File: config.mk
export PLATFORM = sky130hd
export DESIGN_NAME = can_frame_id_table
export DESIGN_NICKNAME = d
export VERILOG_FILES = /design/src/rtl/core/cfit_pkg.sv /design/src/rtl/core/can_frame_id_table.sv /design/src/rtl/core/cfit_slot_mem.sv /design/src/rtl/core/cfit_merge.sv
export SDC_FILE = /design/constraint.sdc
export NUM_CORES = 2
export LEC_CHECK = 0
export BUFFER_PORTS_ARGS = -buffer_cell sky130_fd_sc_hd__clkbuf_2
export CORE_MARGIN = 2
export CORE_UTILIZATION = 56
export CTS_CLUSTER_DIAMETER = 40
export CTS_CLUSTER_SIZE = 8
export DETAILED_ROUTE_END_ITERATION = 7
export PLACE_DENSITY = 0.86
export RECOVER_POWER = 100
export SETUP_SLACK_MARGIN = 0.4
export SYNTH_ARGS = -nofsm -noshare
export SYNTH_HDL_FRONTEND = slang
export SYNTH_SLANG_ARGS = --single-unit
File: constraint.sdc
create_clock -name clk -period 12.1 [get_ports clk]
set_clock_uncertainty 0.1 [all_clocks]
set_input_delay 2.42 -clock clk [delete_from_list [all_inputs] [get_ports clk]]
set_output_delay 2.42 -clock clk [all_outputs]
set_load 0.02 [all_outputs]
File: src/rtl/core/cfit_pkg.sv
`default_nettype none

package cfit_pkg;

  localparam int unsigned ID_W      = 29;
  localparam int unsigned LEN_W     = 7;
  localparam int unsigned PAY_W     = 64;
  localparam int unsigned TIME_W    = 63;
  localparam int unsigned COUNT_W   = 32;
  localparam int unsigned SLOT_W    = 4;
  localparam int unsigned STATUS_W  = 2;
  localparam int unsigned PAY_BYTES = 8;

  // Command codes carried by an input item.
  localparam logic CMD_UPDATE = 1'b0;
  localparam logic CMD_DUMP   = 1'b1;

  // Result kinds.
  localparam logic KIND_STATUS = 1'b0;
  localparam logic KIND_ENTRY  = 1'b1;

  // Result status codes.
  localparam logic [STATUS_W-1:0] ST_UPDATED  = 2'd0;
  localparam logic [STATUS_W-1:0] ST_INSERTED = 2'd1;
  localparam logic [STATUS_W-1:0] ST_DROPPED  = 2'd2;
  localparam logic [STATUS_W-1:0] ST_DUMP     = 2'd3;

  // One slot of the table as it is held in the slot memory.
  typedef struct packed {
    logic [ID_W-1:0]    id;
    logic [LEN_W-1:0]   length;
    logic [PAY_W-1:0]   payload;
    logic [TIME_W-1:0]  rx_time;
    logic [COUNT_W-1:0] count;
  } slot_rec_t;

  // Byte enables for the first min(len, 8) payload bytes.
  function automatic logic [PAY_W-1:0] byte_mask(input logic [LEN_W-1:0] len);
    logic [PAY_W-1:0] m;
    m = '0;
    for (int b = 0; b < PAY_BYTES; b++) begin
      m[8*b +: 8] = {8{len > LEN_W'(b)}};
    end
    return m;
  endfunction

endpackage

`default_nettype wire

File: src/rtl/core/can_frame_id_table.sv
// CAN receive message table with one slot per identifier.
// Input channel (in_*): valid/ready. in_cmd selects an update with a received
// frame or a dump of all used slots. The block takes one item at a time and
// holds in_ready low from acceptance until the item's work is finished.
// Output channel (out_*): valid/ready, fed from an output register. An update
// yields exactly one status item with out_last set. A dump yields one entry
// item per used slot in index order, out_last on the final one, and nothing
// when the table is empty.
// An update scans the slot memory one slot per cycle through its single
// registered read port. A hit ends the scan, and the status item then waits
// in the result state until the output register is free. An insert or a drop
// checks every slot first; an insert claims the lowest free slot. A dump
// visits each slot through a read state and then a check state, again set by
// the registered read of the slot memory, and stops after the last used slot.
// Reset clears the used bits, the sequencer and the output valid; the slot
// memory itself is not cleared, since a slot is always fully written when it
// is claimed. When the receiver stalls, the pending item stays in the output
// register and the sequencer waits before loading the next item.
`default_nettype none

module can_frame_id_table import cfit_pkg::*; #(
  parameter int unsigned TABLE_SLOTS = 16
) (
  input  wire logic                clk,
  input  wire logic                rst_n,

  input  wire logic                in_valid,
  output      logic                in_ready,
  input  wire logic                in_cmd,
  input  wire logic [ID_W-1:0]     in_frame_id,
  input  wire logic [LEN_W-1:0]    in_frame_length,
  input  wire logic [PAY_W-1:0]    in_payload,
  input  wire logic [TIME_W-1:0]   in_rx_time,

  output      logic                out_valid,
  input  wire logic                out_ready,
  output      logic                out_kind,
  output      logic [STATUS_W-1:0] out_status,
  output      logic [SLOT_W-1:0]   out_slot,
  output      logic [ID_W-1:0]     out_entry_id,
  output      logic [LEN_W-1:0]    out_entry_length,
  output      logic [PAY_W-1:0]    out_entry_payload,
  output      logic [TIME_W-1:0]   out_entry_time,
  output      logic [COUNT_W-1:0]  out_entry_count,
  output      logic                out_last
);

  // Slot index width; at least one bit so that a one-slot table still builds.
  localparam int unsigned IW = (TABLE_SLOTS > 1) ? $clog2(TABLE_SLOTS) : 1;
  localparam logic [IW-1:0] LAST_IDX = IW'(TABLE_SLOTS - 1);

  typedef enum logic [4:0] {
    S_IDLE     = 5'b00001,
    S_SCAN     = 5'b00010,
    S_RESULT   = 5'b00100,
    S_DUMP_RD  = 5'b01000,
    S_DUMP_CHK = 5'b10000
  } state_t;

  state_t state_r, state_nxt;

  // Latched input item.
  logic [ID_W-1:0]   id_r;
  logic [LEN_W-1:0]  len_r;
  logic [PAY_W-1:0]  pay_r;
  logic [TIME_W-1:0] time_r;

  // Scan control.
  logic [IW-1:0] scan_idx_r, scan_idx_nxt;
  logic          issue_done_r, issue_done_nxt;
  logic          chk_vld_r, chk_vld_nxt;
  logic [IW-1:0] chk_idx_r, chk_idx_nxt;
  logic          free_vld_r, free_vld_nxt;
  logic [IW-1:0] free_idx_r, free_idx_nxt;

  logic [TABLE_SLOTS-1:0] used_r, used_nxt;
  logic [TABLE_SLOTS-1:0] dump_pend_r, dump_pend_nxt;
  logic [TABLE_SLOTS-1:0] pend_rest;

  // Update status waiting for the output register.
  logic [STATUS_W-1:0] res_status_r, res_status_nxt;
  logic [IW-1:0]       res_slot_r, res_slot_nxt;

  // Slot memory and merge unit.
  logic          mem_we;
  logic [IW-1:0] mem_waddr;
  slot_rec_t     mem_rdata;
  slot_rec_t     merge_rec;
  logic          hit;
  logic          chk_free;
  logic          chk_final;

  // Output register.
  logic                out_valid_r, out_valid_nxt;
  logic                out_load;
  logic                out_free;
  logic                out_kind_r, out_kind_nxt;
  logic [STATUS_W-1:0] out_status_r, out_status_nxt;
  logic [SLOT_W-1:0]   out_slot_r, out_slot_nxt;
  slot_rec_t           out_rec_r, out_rec_nxt;
  logic                out_last_r, out_last_nxt;

  logic in_acc;

  cfit_slot_mem #(
    .DEPTH (TABLE_SLOTS),
    .AW    (IW)
  ) u_mem (
    .clk     (clk),
    .wr_en   (mem_we),
    .wr_addr (mem_waddr),
    .wr_data (merge_rec),
    .rd_addr (scan_idx_r),
    .rd_data (mem_rdata)
  );

  cfit_merge u_merge (
    .old_rec      (mem_rdata),
    .use_old      (hit),
    .frame_id     (id_r),
    .frame_length (len_r),
    .payload      (pay_r),
    .rx_time      (time_r),
    .new_rec      (merge_rec)
  );

  assign in_ready = (state_r == S_IDLE);
  assign in_acc   = in_valid && in_ready;
  assign out_free = !out_valid_r || out_ready;

  // The check stage sees the slot that was addressed in the previous cycle.
  assign hit       = chk_vld_r && used_r[chk_idx_r] && (mem_rdata.id == id_r);
  assign chk_free  = chk_vld_r && !used_r[chk_idx_r];
  assign chk_final = chk_vld_r && (chk_idx_r == LAST_IDX);

  always_comb begin
    pend_rest             = dump_pend_r;
    pend_rest[scan_idx_r] = 1'b0;
  end

  always_comb begin
    state_nxt      = state_r;
    scan_idx_nxt   = scan_idx_r;
    issue_done_nxt = issue_done_r;
    chk_vld_nxt    = 1'b0;
    chk_idx_nxt    = chk_idx_r;
    free_vld_nxt   = free_vld_r;
    free_idx_nxt   = free_idx_r;
    used_nxt       = used_r;
    dump_pend_nxt  = dump_pend_r;
    res_status_nxt = res_status_r;
    res_slot_nxt   = res_slot_r;
    mem_we         = 1'b0;
    mem_waddr      = chk_idx_r;
    out_load       = 1'b0;
    out_kind_nxt   = KIND_STATUS;
    out_status_nxt = res_status_r;
    out_slot_nxt   = SLOT_W'(res_slot_r);
    out_rec_nxt    = '0;
    out_last_nxt   = 1'b1;

    case (state_r)
      S_IDLE: begin
        if (in_acc) begin
          scan_idx_nxt = '0;
          if (in_cmd == CMD_UPDATE) begin
            issue_done_nxt = 1'b0;
            free_vld_nxt   = 1'b0;
            state_nxt      = S_SCAN;
          end else begin
            dump_pend_nxt = used_r;
            if (used_r != '0) begin
              state_nxt = S_DUMP_RD;
            end
          end
        end
      end

      S_SCAN: begin
        if (hit) begin
          mem_we         = 1'b1;
          mem_waddr      = chk_idx_r;
          res_status_nxt = ST_UPDATED;
          res_slot_nxt   = chk_idx_r;
          state_nxt      = S_RESULT;
        end else if (chk_final) begin
          if (free_vld_r || chk_free) begin
            mem_we              = 1'b1;
            mem_waddr           = free_vld_r ? free_idx_r : chk_idx_r;
            used_nxt[mem_waddr] = 1'b1;
            res_status_nxt      = ST_INSERTED;
            res_slot_nxt        = mem_waddr;
          end else begin
            res_status_nxt = ST_DROPPED;
            res_slot_nxt   = '0;
          end
          state_nxt = S_RESULT;
        end else begin
          if (chk_free && !free_vld_r) begin
            free_vld_nxt = 1'b1;
            free_idx_nxt = chk_idx_r;
          end
          if (!issue_done_r) begin
            chk_vld_nxt = 1'b1;
            chk_idx_nxt = scan_idx_r;
            if (scan_idx_r == LAST_IDX) begin
              issue_done_nxt = 1'b1;
            end else begin
              scan_idx_nxt = scan_idx_r + IW'(1);
            end
          end
        end
      end

      S_RESULT: begin
        if (out_free) begin
          out_load  = 1'b1;
          state_nxt = S_IDLE;
        end
      end

      S_DUMP_RD: begin
        state_nxt = S_DUMP_CHK;
      end

      S_DUMP_CHK: begin
        if (dump_pend_r[scan_idx_r]) begin
          if (out_free) begin
            out_load       = 1'b1;
            out_kind_nxt   = KIND_ENTRY;
            out_status_nxt = ST_DUMP;
            out_slot_nxt   = SLOT_W'(scan_idx_r);
            out_rec_nxt    = mem_rdata;
            out_last_nxt   = (pend_rest == '0);
            dump_pend_nxt  = pend_rest;
            if (pend_rest == '0) begin
              state_nxt = S_IDLE;
            end else begin
              scan_idx_nxt = scan_idx_r + IW'(1);
              state_nxt    = S_DUMP_RD;
            end
          end
        end else begin
          scan_idx_nxt = scan_idx_r + IW'(1);
          state_nxt    = S_DUMP_RD;
        end
      end

      default: begin
        state_nxt = S_IDLE;
      end
    endcase
  end

  always_comb begin
    out_valid_nxt = out_valid_r && !out_ready;
    if (out_load) begin
      out_valid_nxt = 1'b1;
    end
  end

  // Control state.
  always_ff @(posedge clk) begin
    if (!rst_n) begin
      state_r      <= S_IDLE;
      scan_idx_r   <= '0;
      issue_done_r <= 1'b0;
      chk_vld_r    <= 1'b0;
      chk_idx_r    <= '0;
      free_vld_r   <= 1'b0;
      free_idx_r   <= '0;
      used_r       <= '0;
      dump_pend_r  <= '0;
      res_status_r <= ST_UPDATED;
      res_slot_r   <= '0;
      out_valid_r  <= 1'b0;
    end else begin
      state_r      <= state_nxt;
      scan_idx_r   <= scan_idx_nxt;
      issue_done_r <= issue_done_nxt;
      chk_vld_r    <= chk_vld_nxt;
      chk_idx_r    <= chk_idx_nxt;
      free_vld_r   <= free_vld_nxt;
      free_idx_r   <= free_idx_nxt;
      used_r       <= used_nxt;
      dump_pend_r  <= dump_pend_nxt;
      res_status_r <= res_status_nxt;
      res_slot_r   <= res_slot_nxt;
      out_valid_r  <= out_valid_nxt;
    end
  end

  // Payload registers.
  always_ff @(posedge clk) begin
    if (in_acc) begin
      id_r   <= in_frame_id;
      len_r  <= in_frame_length;
      pay_r  <= in_payload;
      time_r <= in_rx_time;
    end
    if (out_load) begin
      out_kind_r   <= out_kind_nxt;
      out_status_r <= out_status_nxt;
      out_slot_r   <= out_slot_nxt;
      out_rec_r    <= out_rec_nxt;
      out_last_r   <= out_last_nxt;
    end
  end

  assign out_valid         = out_valid_r;
  assign out_kind          = out_kind_r;
  assign out_status        = out_status_r;
  assign out_slot          = out_slot_r;
  assign out_entry_id      = out_rec_r.id;
  assign out_entry_length  = out_rec_r.length;
  assign out_entry_payload = out_rec_r.payload;
  assign out_entry_time    = out_rec_r.rx_time;
  assign out_entry_count   = out_rec_r.count;
  assign out_last          = out_last_r;

  // The check stage never carries a slot once the sequencer is back to idle.
  a_idle_no_check: assert property (@(posedge clk) disable iff (!rst_n)
    (state_r == S_IDLE) |-> !chk_vld_r)
    else $error("check stage busy while idle");

  // The slot memory is written only while an update scans the table.
  a_write_in_scan: assert property (@(posedge clk) disable iff (!rst_n)
    mem_we |-> (state_r == S_SCAN))
    else $error("slot memory written outside an update scan");

  // A claimed slot must have been free.
  a_claim_free: assert property (@(posedge clk) disable iff (!rst_n)
    (mem_we && !hit) |-> !used_r[mem_waddr])
    else $error("claimed a slot that is already used");

  // Every write leaves its slot marked as used.
  a_write_marks_used: assert property (@(posedge clk) disable iff (!rst_n)
    mem_we |=> used_r[$past(mem_waddr)])
    else $error("written slot not marked used");

  // Slots still to be dumped are always used slots.
  a_pend_subset: assert property (@(posedge clk) disable iff (!rst_n)
    (dump_pend_r & ~used_r) == '0)
    else $error("dump pending on an unused slot");

endmodule

`default_nettype wire

File: src/rtl/core/cfit_slot_mem.sv
`default_nettype none

module cfit_slot_mem import cfit_pkg::*; #(
  parameter int unsigned DEPTH = 16,
  parameter int unsigned AW    = 4
) (
  input  wire logic          clk,
  input  wire logic          wr_en,
  input  wire logic [AW-1:0] wr_addr,
  input  wire slot_rec_t     wr_data,
  input  wire logic [AW-1:0] rd_addr,
  output      slot_rec_t     rd_data
);

  slot_rec_t mem [DEPTH];
  slot_rec_t rd_data_r;

  // One write port and one registered read port.
  always_ff @(posedge clk) begin
    if (wr_en) begin
      mem[wr_addr] <= wr_data;
    end
    rd_data_r <= mem[rd_addr];
  end

  assign rd_data = rd_data_r;

endmodule

`default_nettype wire

File: src/rtl/core/cfit_merge.sv
`default_nettype none

module cfit_merge import cfit_pkg::*; (
  input  wire slot_rec_t          old_rec,
  input  wire logic               use_old,
  input  wire logic [ID_W-1:0]    frame_id,
  input  wire logic [LEN_W-1:0]   frame_length,
  input  wire logic [PAY_W-1:0]   payload,
  input  wire logic [TIME_W-1:0]  rx_time,
  output      slot_rec_t          new_rec
);

  logic [PAY_W-1:0] mask;
  logic [PAY_W-1:0] base;

  // A hit keeps the bytes beyond the frame length; a new slot starts from zero.
  always_comb begin
    mask            = byte_mask(frame_length);
    base            = use_old ? old_rec.payload : '0;
    new_rec.id      = frame_id;
    new_rec.length  = frame_length;
    new_rec.payload = (base & ~mask) | (payload & mask);
    new_rec.rx_time = rx_time;
    new_rec.count   = use_old ? old_rec.count + COUNT_W'(1) : COUNT_W'(1);
  end

endmodule

`default_nettype wire

==> metrics.cfg <==
[status]
outcome=finished with violations
failed_checks=capacitance limit, slew limit

[clock_tree]
cts_resized=0
clock_path_buffers=4
cts-root-buf=clkbuf_16
clkTransAtPathRegs_ns=0.05
worstSkewPairLatency_ns=0.99
cts_made_buffers=573
postCtsHoldBufs=0
htreeDepth=6
postCtsSetupBuffers=0
cts_tree=built
clock_sinks=3740

[global_route]
grt_pass1_vias=73777
track_usage_pct=32.5
grt_max_degree=154
grt_pass1_wl_um=575000
antenna_found_initial=39
gr-usage-met2_pct=51.5
gr-usage-met1_pct=42.3
grt_overflow_total=0
top_usage_layer=met2
use_met3_pct=8.75

[sta]
max_freq_ghz=0.103
hold_viol_final=0
rsz0062_at_grt=no
whs_ns=0.367
setup_tns_ns=0
finalCritPeriodShare_pct=80.4
worst_pin_slew_ns=4.53
post-route-min-period_ns=9.73
relSlewSlack_pct=-202
setup_violations=0
report.final.slew_viol_count=1490

[pwr]
ir_drop_mv=0.170
power.leakage_uw=0.0483
p_seq_share_pct=45.8
p_per_area_mw_per_mm2=214
pwr-share-comb_pct=9.9
switching_share_pct=24.5
switching_power_uw=8390
power.clock.fraction_pct=44.2
internal-power_uw=25900

[logic_synthesis]
synthArstFlopShare_pct=0
ys_top_cells_by_area=edfxtp_1, mux4_2, dfxtp_1
ys_seq_elements=3740
yosysUniqueCellTypes=62
synth_fp_nets=6094
synth_flop_cell=edfxtp_1
yosysMostFrequentCell=edfxtp_1
yosys_warnings=0
synth_edf_count=3486
synth_commonest_cells=edfxtp_1, mux4_2, dfxtp_1, and2_1, clkbuf_1
synth_top_area_cell=edfxtp_1
seq_area_frac_synth_pct=79.4
syn_area_mm2=0.138
synth_cells=5921
synth.avg_cell_area_um2=23.3
yosys.area.top_type_share_pct=75.7

[floorplan]
core_area_mm2=0.246
dieWidth_um=501
die_y_um=501
start_util_pct=56.3
dieArea_mm2=0.251
io_pins=373
row_count=182

[critical_path]
start_kind=flop
critPathArrivalTime_ns=10.19
max_stage_delay_ns=2.44
crit_path_cell_trace=xor2_1 > nor4_1 > nand4_1 > a211oi_1 > o41ai_1 > nand2b_1 > nor2_4 > clkbuf_1 > buf_4
end_kind=flop
cp_num_buf_inv=2
required_ns=12.56
path_class=flop to flop
critPathLaunch=id_r[3]
path_max_fanout=57
path_delay_family=buffers and inverters
timing.rr.start=id_r[3]
slowest_stage=clkbuf_1

[hold_path]
min_path_type=flop to flop
worstHoldStart=res_status_r[0]

[detailed_routing]
firstDrtPassIters=8
drc=0
vias=73779
routed_wirelength_um=408000
vias_per_cell=7.15
ant_nets=0
drt_iter0_drc=13031
wl_per_cell_um=39.5

[layout]
area_growth_pct=16.0
nFillCells=14077
utilization_pct=65.3
nets=6872
drive_gt1_share_pct=25.9

[placement]
gp_congestion=0.846
numPortBuffers=372
dpl.hpwl_um=181000

[job]
maxCapViolations=39

[stage by stage]
step                power (uW)  std cells  cell area [um^2]  setup WS (ns)
floorplan                18100       5921            138000           1.02
global placement         18900       9341            144000           5.25
detailed placement       19100       9342            144000           5.24
CTS                      34300      10304            161000           4.77
finish                   34300      10318            160000           2.37
global route             35000      10310            160000           2.42
[placed cells by master (no fill, tap or decap), types with 17 or more instances in the layout]
cell type,count
a21oi_1,34
o21a_1,17
and2_1,47
dfxtp_1,252
buf_4,69
nor2_1,81
o21ai_0,45
nor2b_1,18
nor4_1,18
clkbuf_2,91
edfxtp_1,3486
nand2_1,181
xor2_1,46
and2_0,153
nand3_1,73
mux2i_1,20
clkbuf_16,589
clkinv_2,21
clkbuf_1,613
mux4_2,979
[worst reg2reg max path, stage by stage, from the launching register on]
cell and delay (ns):
edfxtp_1 0.76, xor2_1 0.25, nor4_1 0.93, nand4_1 0.48, a211oi_1 2.07, o41ai_1 0.45, nand2b_1 0.45, nor2_4 0.20
clkbuf_1 2.44, buf_4 1.14
[sequential cells by signal (all words and copies together), names as in the netlist, 32 cells and up]
signal,count
u_mem.mem,3120
pay_r,64
time_r,63
out_entry_payload,64
out_entry_time,63
out_entry_count,32
u_mem.rd_data,195
[layer usage]
metal  routed length [um]  share of wire (%)
met3                54100                 13
met4                24300                6.0
met2               196000                 48
met1               133000                 33
met5                  243              0.060
[cell families after synthesis]
kind of cell               after synthesis  synth area share [%]
adders and majority gates                5                0.0453
muxes                                 1007                  16.2
xor gates and xnor gates                58                 0.367
AOI/OAI and AO/OA                      156                 0.727
and+or+nand+nor                        657                  2.46
buffers and inverters                  298                 0.850
DFF                                   3740                  79.4
[power groups by stage]
stage	Sequential [uW]	Combinational, uW	Clock, uW
3_5_place_dp	15900	3250	0
2_1_floorplan	15700	2390	0
4_1_cts	15700	3420	15200
3_3_place_gp	15800	3130	0
6_report	15700	3400	15100
5_1_grt	15700	3600	15700
[area by class of cell]
cell class / count / area [um^2] / area share (%)
Tap cell: 3220 / 4030 / 2.51
Multi-Input combinational cell: 1883 / 27300 / 17.0
Antenna cell: 12 / 30.0 / 0.0187
Clock buffer: 899 / 16000 / 10.0
Clock inverter: 63 / 752 / 0.469
Timing Repair Buffer: 490 / 2420 / 1.51
Sequential cell: 3740 / 110000 / 68.4
Inverter: 11 / 48.8 / 0.0304
[final timing paths]
kind                            depth (start not counted)                to  slack (ns)
worst max-delay path                                    9  u_mem.mem[1][25]        2.37
worst min-delay path                                    2   res_status_r[0]        0.37
worst max register to register                          9  u_mem.mem[1][25]        2.37
worst min register to register                          2   res_status_r[0]        0.37
Power figures use the tool's default switching activity.
